## src/rtl/core/sha1md_pkg.sv

```systemverilog
// Shared types and constants of the SHA-1 message digest block.
package sha1md_pkg;

    localparam int unsigned NUM_ROUNDS = 80;
    localparam int unsigned NUM_WORDS  = 5;
    localparam int unsigned SCHED_LEN  = 16;

    localparam logic [31:0] K_R0 = 32'h5A827999;
    localparam logic [31:0] K_R1 = 32'h6ED9EBA1;
    localparam logic [31:0] K_R2 = 32'h8F1BBCDC;
    localparam logic [31:0] K_R3 = 32'hCA62C1D6;

    localparam logic [31:0] H_INIT [NUM_WORDS] = '{
        32'h67452301, 32'hEFCDAB89, 32'h98BADCFE, 32'h10325476, 32'hC3D2E1F0
    };

    localparam logic [7:0] PAD_BYTE = 8'h80;
    localparam logic [5:0] LEN_POS  = 6'd56;
    localparam logic [5:0] LAST_POS = 6'd63;
    localparam logic [6:0] LAST_ROUND = 7'(NUM_ROUNDS - 1);
    localparam logic [2:0] LAST_IDX   = 3'(NUM_WORDS - 1);

    typedef enum logic [2:0] {
        ST_IDLE,
        ST_COMP,
        ST_ADD,
        ST_PAD,
        ST_LEN,
        ST_DONE
    } state_t;

    typedef enum logic [1:0] {
        PH_DATA,
        PH_MID,
        PH_FINAL
    } phase_t;

    typedef struct packed {
        logic       wr_byte;
        logic [7:0] byte_val;
        logic       pad;
        logic       zero_low;
        logic       ins_len;
        logic       load_work;
        logic       round_en;
        logic [6:0] round;
        logic       add_chain;
        logic       load_dig;
    } cmd_t;

    typedef struct packed {
        logic [5:0] pos;
        logic       out_busy;
    } sts_t;

endpackage

```

## src/rtl/core/sha1_message_digest.sv

```systemverilog
// SHA-1 message digest: byte stream in, five 32-bit digest words out.
//
// Input channel (s_*): one request per item. s_tdata[7:0] is the message byte,
// valid only when s_tuser is high; s_tlast ends the message (it may carry no byte).
// Output channel (m_*): five requests per message, m_tdata[31:0] the digest word
// (big-endian), m_tdata[34:32] its index 0..4, m_tlast on the fifth word.
//
// Timing: a byte that does not complete a 64-byte block is taken in the idle state
// and leaves the input ready. A byte that completes a block runs the single shared
// round unit through 80 rounds and an add step, and the input is ready again only
// after the add. An end request adds a pad step, 80 rounds and an add (plus a
// length step, 80 rounds and an add when fewer than 9 bytes of room remain), then a
// done step that hands the digest over. Byte intake and the one-round-per-cycle unit
// do not overlap: no byte is taken while a block is being compressed.
//
// The digest sits in its own output register, so the next message is accepted while
// it drains; a message that ends before the previous digest is taken waits for it.
// Reset clears the chaining words to the standard initial values and the byte count.
module sha1_message_digest (
    input  logic        clk,
    input  logic        rst_n,
    input  logic        s_tvalid,
    output logic        s_tready,
    input  logic [7:0]  s_tdata,   // [7:0] data_byte
    input  logic        s_tuser,   // has_byte
    input  logic        s_tlast,   // end_of_message
    output logic        m_tvalid,
    input  logic        m_tready,
    output logic [39:0] m_tdata,   // [31:0] digest_word, [34:32] word_index
    output logic        m_tlast    // last_word
);

    sha1md_pkg::cmd_t cmd;
    sha1md_pkg::sts_t sts;

    sha1md_ctrl u_ctrl (
        .clk      (clk),
        .rst_n    (rst_n),
        .s_tvalid (s_tvalid),
        .s_tready (s_tready),
        .s_tdata  (s_tdata),
        .s_tuser  (s_tuser),
        .s_tlast  (s_tlast),
        .sts      (sts),
        .cmd      (cmd)
    );

    sha1md_dp u_dp (
        .clk      (clk),
        .rst_n    (rst_n),
        .cmd      (cmd),
        .sts      (sts),
        .m_tvalid (m_tvalid),
        .m_tready (m_tready),
        .m_tdata  (m_tdata),
        .m_tlast  (m_tlast)
    );

endmodule

```

## src/rtl/core/sha1md_ctrl.sv

```systemverilog
// Controller state machine: sequences byte writes, padding, rounds and digest hand-off.
module sha1md_ctrl (
    input  logic                clk,
    input  logic                rst_n,
    input  logic                s_tvalid,
    output logic                s_tready,
    input  logic [7:0]          s_tdata,   // [7:0] data_byte
    input  logic                s_tuser,   // has_byte
    input  logic                s_tlast,   // end_of_message
    input  sha1md_pkg::sts_t    sts,
    output sha1md_pkg::cmd_t    cmd
);

    sha1md_pkg::state_t state_reg, state_next;
    sha1md_pkg::phase_t phase_reg, phase_next;
    logic [6:0]         round_reg, round_next;
    logic               fin_reg, fin_next;

    always_ff @(posedge clk or negedge rst_n)
    begin
        if (!rst_n)
        begin
            state_reg <= sha1md_pkg::ST_IDLE;
            phase_reg <= sha1md_pkg::PH_DATA;
            round_reg <= '0;
            fin_reg   <= 1'b0;
        end
        else
        begin
            state_reg <= state_next;
            phase_reg <= phase_next;
            round_reg <= round_next;
            fin_reg   <= fin_next;
        end
    end

    always_comb
    begin
        state_next = state_reg;
        phase_next = phase_reg;
        round_next = round_reg;
        fin_next   = fin_reg;
        s_tready   = 1'b0;
        cmd          = '0;
        cmd.byte_val = s_tdata;
        cmd.round    = round_reg;

        case (state_reg)
            sha1md_pkg::ST_IDLE:
            begin
                s_tready = 1'b1;
                if (s_tvalid)
                begin
                    cmd.wr_byte = s_tuser;
                    if (s_tuser && sts.pos == sha1md_pkg::LAST_POS)
                    begin
                        // block just filled: compress it, remember the end flag
                        cmd.load_work = 1'b1;
                        fin_next   = s_tlast;
                        phase_next = sha1md_pkg::PH_DATA;
                        round_next = '0;
                        state_next = sha1md_pkg::ST_COMP;
                    end
                    else if (s_tlast)
                    begin
                        state_next = sha1md_pkg::ST_PAD;
                    end
                end
            end
            sha1md_pkg::ST_PAD:
            begin
                cmd.pad       = 1'b1;
                cmd.load_work = 1'b1;
                round_next    = '0;
                if (sts.pos >= sha1md_pkg::LEN_POS)
                begin
                    // no room for the length: it goes into an extra block
                    phase_next = sha1md_pkg::PH_MID;
                end
                else
                begin
                    cmd.ins_len = 1'b1;
                    phase_next  = sha1md_pkg::PH_FINAL;
                end
                state_next = sha1md_pkg::ST_COMP;
            end
            sha1md_pkg::ST_LEN:
            begin
                cmd.zero_low  = 1'b1;
                cmd.ins_len   = 1'b1;
                cmd.load_work = 1'b1;
                round_next    = '0;
                phase_next    = sha1md_pkg::PH_FINAL;
                state_next    = sha1md_pkg::ST_COMP;
            end
            sha1md_pkg::ST_COMP:
            begin
                cmd.round_en = 1'b1;
                round_next   = round_reg + 7'd1;
                if (round_reg == sha1md_pkg::LAST_ROUND)
                begin
                    state_next = sha1md_pkg::ST_ADD;
                end
            end
            sha1md_pkg::ST_ADD:
            begin
                cmd.add_chain = 1'b1;
                case (phase_reg)
                    sha1md_pkg::PH_DATA:
                        state_next = fin_reg ? sha1md_pkg::ST_PAD : sha1md_pkg::ST_IDLE;
                    sha1md_pkg::PH_MID:
                        state_next = sha1md_pkg::ST_LEN;
                    sha1md_pkg::PH_FINAL:
                        state_next = sha1md_pkg::ST_DONE;
                    default:
                        state_next = sha1md_pkg::ST_IDLE;
                endcase
            end
            sha1md_pkg::ST_DONE:
            begin
                // wait until the previous digest has fully left the output
                if (!sts.out_busy)
                begin
                    cmd.load_dig = 1'b1;
                    fin_next     = 1'b0;
                    state_next   = sha1md_pkg::ST_IDLE;
                end
            end
            default:
            begin
                state_next = sha1md_pkg::ST_IDLE;
            end
        endcase
    end

`ifndef SYNTH
    a_round_range: assert property (@(posedge clk) disable iff (!rst_n)
        (state_reg == sha1md_pkg::ST_COMP) |-> (round_reg <= sha1md_pkg::LAST_ROUND))
        else $error("round counter past last round");
    a_comp_to_add: assert property (@(posedge clk) disable iff (!rst_n)
        (state_reg == sha1md_pkg::ST_COMP && round_reg == sha1md_pkg::LAST_ROUND)
        |=> (state_reg == sha1md_pkg::ST_ADD))
        else $error("compression did not end in the add step");
`endif

endmodule

```

## src/rtl/core/sha1md_dp.sv

```systemverilog
// Datapath: block buffer / message schedule, round logic, chaining words and digest output.
module sha1md_dp (
    input  logic                clk,
    input  logic                rst_n,
    input  sha1md_pkg::cmd_t    cmd,
    output sha1md_pkg::sts_t    sts,
    output logic                m_tvalid,
    input  logic                m_tready,
    output logic [39:0]         m_tdata,   // [31:0] digest_word, [34:32] word_index
    output logic                m_tlast    // last_word
);

    // sched_reg[i] holds w[r+i] during round r; before round 0 it is the block buffer
    logic [31:0] sched_reg  [sha1md_pkg::SCHED_LEN];
    logic [31:0] sched_next [sha1md_pkg::SCHED_LEN];
    logic [31:0] chain_reg  [sha1md_pkg::NUM_WORDS];
    logic [31:0] chain_next [sha1md_pkg::NUM_WORDS];
    logic [31:0] dig_reg    [sha1md_pkg::NUM_WORDS];
    logic [31:0] dig_next   [sha1md_pkg::NUM_WORDS];
    logic [31:0] a_reg, b_reg, c_reg, d_reg, e_reg;
    logic [31:0] a_next, b_next, c_next, d_next, e_next;
    logic [60:0] count_reg, count_next;
    logic [2:0]  out_idx_reg, out_idx_next;
    logic        out_busy_reg, out_busy_next;

    logic [5:0]  pos;
    logic [63:0] bit_len;
    logic [31:0] f_val, k_val, w_mix, w_new, t_val;
    logic        out_take;

    assign pos      = count_reg[5:0];
    assign bit_len  = {count_reg, 3'b000};
    assign out_take = out_busy_reg && m_tready;

    assign sts.pos      = pos;
    assign sts.out_busy = out_busy_reg;

    assign m_tvalid = out_busy_reg;
    assign m_tdata  = {5'b00000, out_idx_reg, dig_reg[0]};
    assign m_tlast  = (out_idx_reg == sha1md_pkg::LAST_IDX);

    always_comb
    begin
        if (cmd.round < 7'd20)
        begin
            f_val = (b_reg & c_reg) | (~b_reg & d_reg);
            k_val = sha1md_pkg::K_R0;
        end
        else if (cmd.round < 7'd40)
        begin
            f_val = b_reg ^ c_reg ^ d_reg;
            k_val = sha1md_pkg::K_R1;
        end
        else if (cmd.round < 7'd60)
        begin
            f_val = (b_reg & c_reg) | (b_reg & d_reg) | (c_reg & d_reg);
            k_val = sha1md_pkg::K_R2;
        end
        else
        begin
            f_val = b_reg ^ c_reg ^ d_reg;
            k_val = sha1md_pkg::K_R3;
        end
        w_mix = sched_reg[13] ^ sched_reg[8] ^ sched_reg[2] ^ sched_reg[0];
        w_new = {w_mix[30:0], w_mix[31]};
        t_val = {a_reg[26:0], a_reg[31:27]} + f_val + e_reg + k_val + sched_reg[0];
    end

    always_comb
    begin
        sched_next = sched_reg;
        chain_next = chain_reg;
        dig_next   = dig_reg;
        count_next = count_reg;
        a_next = a_reg;
        b_next = b_reg;
        c_next = c_reg;
        d_next = d_reg;
        e_next = e_reg;
        out_idx_next  = out_idx_reg;
        out_busy_next = out_busy_reg;

        if (cmd.wr_byte)
        begin
            // big-endian: byte lane 0 is the top byte of the word
            sched_next[pos[5:2]][(5'(3 - pos[1:0]) * 5'd8) +: 8] = cmd.byte_val;
            count_next = count_reg + 61'd1;
        end

        if (cmd.pad)
        begin
            for (int j = 0; j < sha1md_pkg::SCHED_LEN; j++)
            begin
                for (int b = 0; b < 4; b++)
                begin
                    if (6'(4 * j + b) == pos)
                        sched_next[j][(31 - 8 * b) -: 8] = sha1md_pkg::PAD_BYTE;
                    else if (6'(4 * j + b) > pos)
                        sched_next[j][(31 - 8 * b) -: 8] = 8'h00;
                end
            end
        end

        if (cmd.zero_low)
        begin
            for (int j = 0; j < sha1md_pkg::SCHED_LEN - 2; j++)
            begin
                sched_next[j] = '0;
            end
        end

        if (cmd.ins_len)
        begin
            sched_next[14] = bit_len[63:32];
            sched_next[15] = bit_len[31:0];
        end

        if (cmd.load_work)
        begin
            a_next = chain_reg[0];
            b_next = chain_reg[1];
            c_next = chain_reg[2];
            d_next = chain_reg[3];
            e_next = chain_reg[4];
        end

        if (cmd.round_en)
        begin
            for (int j = 0; j < sha1md_pkg::SCHED_LEN - 1; j++)
            begin
                sched_next[j] = sched_reg[j + 1];
            end
            sched_next[sha1md_pkg::SCHED_LEN - 1] = w_new;
            a_next = t_val;
            b_next = a_reg;
            c_next = {b_reg[1:0], b_reg[31:2]};
            d_next = c_reg;
            e_next = d_reg;
        end

        if (cmd.add_chain)
        begin
            chain_next[0] = chain_reg[0] + a_reg;
            chain_next[1] = chain_reg[1] + b_reg;
            chain_next[2] = chain_reg[2] + c_reg;
            chain_next[3] = chain_reg[3] + d_reg;
            chain_next[4] = chain_reg[4] + e_reg;
        end

        if (out_take)
        begin
            for (int j = 0; j < sha1md_pkg::NUM_WORDS - 1; j++)
            begin
                dig_next[j] = dig_reg[j + 1];
            end
            out_idx_next = out_idx_reg + 3'd1;
            if (out_idx_reg == sha1md_pkg::LAST_IDX)
                out_busy_next = 1'b0;
        end

        if (cmd.load_dig)
        begin
            dig_next      = chain_reg;
            chain_next    = sha1md_pkg::H_INIT;
            count_next    = '0;
            out_idx_next  = '0;
            out_busy_next = 1'b1;
        end
    end

    always_ff @(posedge clk or negedge rst_n)
    begin
        if (!rst_n)
        begin
            chain_reg    <= sha1md_pkg::H_INIT;
            count_reg    <= '0;
            out_idx_reg  <= '0;
            out_busy_reg <= 1'b0;
        end
        else
        begin
            chain_reg    <= chain_next;
            count_reg    <= count_next;
            out_idx_reg  <= out_idx_next;
            out_busy_reg <= out_busy_next;
        end
    end

    always_ff @(posedge clk)
    begin
        sched_reg <= sched_next;
        dig_reg   <= dig_next;
        a_reg     <= a_next;
        b_reg     <= b_next;
        c_reg     <= c_next;
        d_reg     <= d_next;
        e_reg     <= e_next;
    end

`ifndef SYNTH
    a_idx_range: assert property (@(posedge clk) disable iff (!rst_n)
        m_tvalid |-> (out_idx_reg <= sha1md_pkg::LAST_IDX))
        else $error("digest word index out of range");
    a_no_overwrite: assert property (@(posedge clk) disable iff (!rst_n)
        cmd.load_dig |-> !out_busy_reg)
        else $error("new digest loaded over one still being sent");
    a_last_ends: assert property (@(posedge clk) disable iff (!rst_n)
        (m_tvalid && m_tready && m_tlast) |=> !m_tvalid)
        else $error("output still valid after last digest word");
`endif

endmodule

```

## config.mk

```make
export PLATFORM = sky130hd
export DESIGN_NAME = sha1_message_digest
export DESIGN_NICKNAME = d
export VERILOG_FILES = /design/src/rtl/core/sha1md_pkg.sv /design/src/rtl/core/sha1_message_digest.sv /design/src/rtl/core/sha1md_ctrl.sv /design/src/rtl/core/sha1md_dp.sv
export SDC_FILE = /design/constraint.sdc
export NUM_CORES = 2
export LEC_CHECK = 0
export BUFFER_PORTS_ARGS = -buffer_cell sky130_fd_sc_hd__buf_2
export CAP_MARGIN = 30
export CORE_MARGIN = 4
export CORE_UTILIZATION = 50
export DETAILED_ROUTE_END_ITERATION = 7
export PLACE_DENSITY = 0.65
export SYNTH_ARGS = -nofsm -noshare
export SYNTH_HDL_FRONTEND = slang
export SYNTH_SLANG_ARGS = --single-unit
```

## constraint.sdc

```tcl
create_clock -name clk -period 9.7 [get_ports clk]
set_clock_uncertainty 0.15 [all_clocks]
set_input_delay 0.485 -clock clk [delete_from_list [all_inputs] [get_ports clk]]
set_output_delay 0.485 -clock clk [all_outputs]
set_load 0.02 [all_outputs]
```

After elaboration in Yosys (flattened, before gate mapping)
Cells that the tools add are included.
{ "word_totals": {"wordCells": 432, "regBits": 1070} }
{ "classes": {"magnitude_cmp": 70, "reduce_logical": 20, "n_eq_ne": 78, "n_addsub": 14, "bitwise": 14, "n_shift": 2, "n_mux": 196} }
{ "ops": {"columns": ["operator", "count"], "rows": [
  ["2-to-1 mux 512 bit", 3],
  ["2-to-1 mux 8 bit", 128],
  ["bitwise mux 512 bit", 1],
  ["2-to-1 mux 32 bit", 16],
  ["2-to-1 mux 160 bit", 3],
  ["2-to-1 mux 448 bit", 1],
  ["adder 32 bit", 9],
  ["== test 6 bit, first input constant", 32],
  ["greater-than comparator 6 bit, first input constant", 32],
  ["XOR 32 bit", 5],
  ["AND 32 bit", 4],
  ["demux 32 bit (select 4 bit)", 1],
  ["2-to-1 mux 128 bit", 1],
  ["2-to-1 mux 61 bit", 2],
  ["== test 5 x 6 -> 1 bit, first input constant", 16],
  ["greater-than comparator 5 x 6 -> 1 bit, first input constant", 16],
  ["OR 32 bit", 3],
  ["2-to-1 mux 64 bit", 1],
  ["adder 61 x 1 -> 61 bit, second input constant", 1],
  ["== test 4 x 6 -> 1 bit, first input constant", 8],
  ["greater-than comparator 4 x 6 -> 1 bit, first input constant", 8],
  ["inverter 32 bit", 1],
  ["variable shift 8 x 7 -> 32 bit, first input constant", 1],
  ["variable part select 8 x 7 -> 32 bit", 1],
  ["other kinds (46)", 100]
]} }

Logic depth before layout (Yosys ltp)
{ "logic_depth": {"word_depth": 12, "ltp_mapped": 28, "ltp_nobuf": 26} }

Cells and area by module
Synthesis repeated with hierarchy kept, for this count alone.
{ "hier_totals": {"hier_cells": 6404, "area_unflattened_um2": 60747.0} }
{ "by_module_without_submodules": {"columns": ["module", "area_per_inst_um2", "instances", "cells_each"], "rows": [
  ["sha1md_dp", 59683.5, 1, 6281],
  ["sha1md_ctrl", 1063.5, 1, 123]
]} }

Worst setup path after synthesis
OpenSTA, ideal clock, no wires.
{ "synth_path": {"path_type": "reg2reg", "startpoint": "register u_ctrl.state_reg[0]", "endpoint": "register u_dp.a_reg[0], enable pin", "required_time_ns": 7.781, "synth_period_minus_slack_ns": 6.840, "setup_slack_ns": 2.860, "n_path_buf": 3, "path_stages_with_launch": 7, "setup_time_ns": 1.769, "t_arrival_ns": 4.921, "cell_sequence": "dfrtp_1 > buf_6 > nand2_1 > or2_2 > clkbuf_1 > clkbuf_1 > nand3_1"} }
{ "synth_via": {"elab_chain_len": 4, "elab_cells_between_ends": 8, "classes_between": "eq/ne (3); mux (2); reduce/logical (3)"} }
{ "synth_rtl": {"columns": ["item", "line_no", "text"], "rows": [
  ["from (decl)", "sha1md_ctrl.sv:14", "sha1md_pkg::state_t state_reg, state_next;"],
  ["from (signal assigned)", "sha1md_ctrl.sv:23", "state_reg <= sha1md_pkg::ST_IDLE;"],
  ["from (signal assigned)", "sha1md_ctrl.sv:30", "state_reg <= state_next;"],
  ["== test 3 x 2 -> 1 bit or == test 3 bit (tied branches)", "sha1md_ctrl.sv:48", "case (state_reg)"],
  ["OR reduction 2 bit (no source line)", null, null],
  ["one-hot mux 1 bit (2 select lines)", "sha1md_ctrl.sv:48", null],
  ["nonzero test 2 bit (no source line) *", null, null],
  ["to (signal assigned)", "sha1md_dp.sv:193", "a_reg <= a_next;"],
  ["to (decl)", "sha1md_dp.sv:20", "logic [31:0] a_reg, b_reg, c_reg, d_reg, e_reg;"]
]} }
Mark *: on every way between the ends. The rest lies on a longest branch, timed or not.
A chain may end at the register's enable or synchronous reset.

Worst setup path in the final report
{ "layout_path": {"startpoint": "register u_ctrl.round_reg[4]", "endpoint": "register u_dp.a_reg[30], data pin"} }
{ "layout_via": {"elab_chain_len": 9, "elab_cells_between_ends": 14, "classes_between": "add/sub (4); order compare (3); mux (7)"} }
{ "layout_rtl": {"columns": ["item", "line_no", "text"], "rows": [
  ["from (decl)", "sha1md_ctrl.sv:16", "logic [6:0] round_reg, round_next;"],
  ["from (signal assigned)", "sha1md_ctrl.sv:32", "round_reg <= round_next;"],
  ["< comparator 7 x 6 -> 1 bit", "sha1md_dp.sv:54", "else if (cmd.round < 7'd60)"],
  ["2-to-1 mux 32 bit", "sha1md_dp.sv:54", null],
  ["2-to-1 mux 32 bit", "sha1md_dp.sv:49", "else if (cmd.round < 7'd40)"],
  ["2-to-1 mux 32 bit", "sha1md_dp.sv:44", "if (cmd.round < 7'd20)"],
  ["adder 32 bit (2 in a row)", "sha1md_dp.sv:66", "t_val = {a_reg[26:0], a_reg[31:27]} + f_val + e_reg + k_val + sched_reg[0];"],
  ["adder 32 bit * (2 in a row)", "sha1md_dp.sv:66", null],
  ["2-to-1 mux 32 bit *", "sha1md_dp.sv:127", "if (cmd.round_en)"],
  ["named net u_dp.a_next[30]", "sha1md_dp.sv:21", "logic [31:0] a_next, b_next, c_next, d_next, e_next;"]
]} }
Mark *: on every way through the listed nets, which the timed path passes. The rest lies on a longest branch.

==> results.toml <==
[setup_path]
r2r_end = "u_dp.a_reg[30]"
cp.arrival_ns = 7.78
end_kind = "flip-flop"
worst-path-buf-inv = 4
reg2reg_slack_ns = 2.20
critPathKind = "flip-flop to flip-flop"
rr_startpoint = "u_ctrl.round_reg[4]"
reg2regPathDepth = 24
cp-start-kind = "flip-flop"
crit_start = "u_ctrl.round_reg[4]"
cp_top_family = "compound AO/OA/AOI/OAI gates"
crit_required_ns = 9.97
crit_end = "u_dp.a_reg[30]"
crit_path_max_fanout = 16
path_cells = "a41oi_1 -> inv_2 -> nor2_1 -> inv_2 -> nand2_1 -> nor2_1 -> nor2_1 -> fa_1 -> fa_1 -> inv_1 -> fa_1 -> inv_1 -> ha_1 -> a21o_1 -> a21oi_1 -> o21bai_1 -> a21oi_1 -> o31ai_1 -> a2111oi_1 -> nor3_1 -> nor3_1 -> o41a_1 -> xor2_1 -> o21ai_1"
max_stage_delay_ns = 0.86
cp.depth = 24
cp_slowest_cell = "o31ai_1"

[clock_tree]
cts-root-buf = "clkbuf_16"
cts.clk_slew.worst_paths_ns = 0.06
cts_tree = "built"
cts_buffers = 116
cts_buffer_depth = 3
cts_resized = 0
clock_latency_ns = 0.72
cts.htree.levels = 3
clock-sinks = 1070

[logic_synthesis]
synthTopCellsByArea = "dfxtp_1, edfxtp_1, nand2_1"
syn_area_um2 = 59700
seq_area_frac_synth = 0.435
synth_warnings = 0
synthFlopType = "dfxtp_1"
yosysTopAreaCell = "dfxtp_1"
synth_edf_count = 328
synth_cells = 7178
synth_commonest_cells = "nand2_1, o21ai_0, nor2_1"
async_flop_share = 0.222
yosysMostFrequentCell = "nand2_1"
syn_avg_cell_area_um2 = 8.32
yosys.cell_types.count = 95
ys_ff_latch = 1070
synth_top_area_frac = 0.169

[timing]
slew_headroom = 0.225
setup_tns_ns = 0
final.min_clock_period_ns = 7.50
worstMarginPinSlew_ns = 1.16
fin_crit_sh = 0.774
rsz0062_at_grt = "false"
finalHoldViolations = 0
fmax_mhz = 133
setup_viol = 0
drv_slew = 0

[cells_and_area]
largest_reg_flops = 512
syn_to_final_growth_pct = 8.85
layout-drive-gt1-share = 0.0600
nets = 7384

[die]
fp.coreArea_um2 = 118000
ioPinCount = 57
row_count = 126
dieArea_um2 = 125000
die_w_um = 354
die-height_um = 354
initial_utilization = 0.504

[detailed_routing]
drt_wl_total_um = 191000
dr.first_iter.drc_count = 4950
wire_per_inst_um = 22.0
remaining_drc_errors = 0
vias_per_cell = 5.86
num_vias = 51042
drtPass1Iterations = 8
ant_nets = 0

[power]
intPower_mw = 7.42
power_mw = 9.47
irDropWorstVdd_v = 0.000149
seq_power_share = 0.492
powerDensity_nw_per_um2 = 146
swShare = 0.217
comb_power_share = 0.019
p_clk_frac = 0.489
p_leak_nw = 27.8
p_switching_mw = 2.05

[grt]
grt_pass1_wl_um = 291000
grt_max_degree = 232
antenna_found_initial = 1
grt_overflow = 0
grt_pass1_vias = 47956
grt_usage = 0.297

[status]
status = "completed"

[min_path]
hold_class = "primary input to flip-flop"

[placement]
place_hpwl_um = 135000
gp_congestion = 0.978
io_buffers = 51

[flow_run]
drv_cap = 0
what timing repair did:
action / 4_1_cts / 5_1_grt
buffers inserted: 0 / 0
hold buffers: 3 / 0
hold endpoints to repair: 42 / 0
per-stage QoR:
stage	setup slack, ns	instance area [µm²]	utilization	cells	hold slack [ns]
CTS	2.34	65000	0.549	8713	0.00482
detailed placement	2.39	60900	0.515	8491	0.288
global route	1.86	65000	0.549	8716	0.0517
global placement	2.51	60900	0.514	8484	0.281
floorplan	2.86	59700	-	7182	0.0394
finish	2.20	65000	0.549	8717	0.0516
final cells by class:
type / count / area (µm²)
clock buffer: 175 / 3520
fill: 11009 / 53400
multi-input combinational: 5484 / 31300
inverter: 224 / 848
clock inverter: 44 / 473
antenna: 1 / 2.50
timing repair buffer: 119 / 862
tap: 1600 / 2000
sequential: 1070 / 26000
cell families (layout without fill, tap and decap cells):
logic type | after synthesis | count (layout) | synth area share
AND/OR/NAND/NOR | 2849 | 2849 | 0.196
AO/OA/AOI/OAI | 1964 | 1964 | 0.191
flip-flops | 1070 | 1070 | 0.435
buffers and inverters | 628 | 562 | 0.0421
adder cells (fa/ha/maj) | 355 | 355 | 0.0899
XOR/XNOR | 304 | 304 | 0.0446
multiplexers | 7 | 7 | 0.00119
other | 1 | 6 | 0.0000628
power groups by stage:
stage / sequential (mW) / clock (mW) / combinational [mW]
after global placement: 4.75 / 0 / 0.178
final: 4.66 / 4.64 / 0.178
after detailed placement: 4.75 / 0 / 0.181
after global routing: 4.66 / 4.89 / 0.195
after floorplan: 4.77 / 0 / 0.0866
after CTS: 4.66 / 4.70 / 0.182
metal layers:
layer / routed length [µm] / track usage / part of all wire
met5: 0 / 0 / 0
met4: 9390 / 0.127 / 0.049
met3: 12700 / 0.0425 / 0.066
met2: 89100 / 0.485 / 0.47
met1: 80200 / 0.395 / 0.42
cell usage in the layout (no fill, tap or decap), types with 47 or more instances in the layout:
cell and count:
dfstp_2 80, buf_2 56, a221oi_1 48, dfrtp_1 158, o211ai_1 59, a21o_1 86
a22o_1 47, buf_4 52, nor3_1 48, inv_1 221, clkbuf_16 123, fa_1 124
a21oi_1 676, nor2b_1 64, nand3_1 115, dfxtp_1 504, nand2b_1 48, o21ai_0 747
xnor2_1 190, nand2_1 1672, xor2_1 114, edfxtp_1 328, nor2_1 738, ha_1 231
worst min path at each step:
stage / start / end / slack, ns / cells after the start
finish: s_tvalid / u_ctrl.fin_reg / 0.05 / 3
global route: s_tvalid / u_ctrl.fin_reg / 0.05 / 3
CTS: s_tvalid / u_ctrl.fin_reg / 0.005 / 3
detailed placement: u_dp.sched_reg[7] / u_dp.sched_reg[39] / 0.29 / 2
global placement: u_dp.sched_reg[7] / u_dp.sched_reg[39] / 0.28 / 2
floorplan: rst_n / u_ctrl.fin_reg / 0.04 / 0
worst reg2reg max path, delay by kind of cell, from the launching register on:
family,cells,cell delay [ns]
DFF,1,0.47
adders and majority gates,4,1.77
and+or+nand+nor,6,1.54
buffers and inverters,4,0.42
AOI/OAI and AO/OA,9,2.74
xor gates and xnor gates,1,0.14
Power figures use the tool's default switching activity.
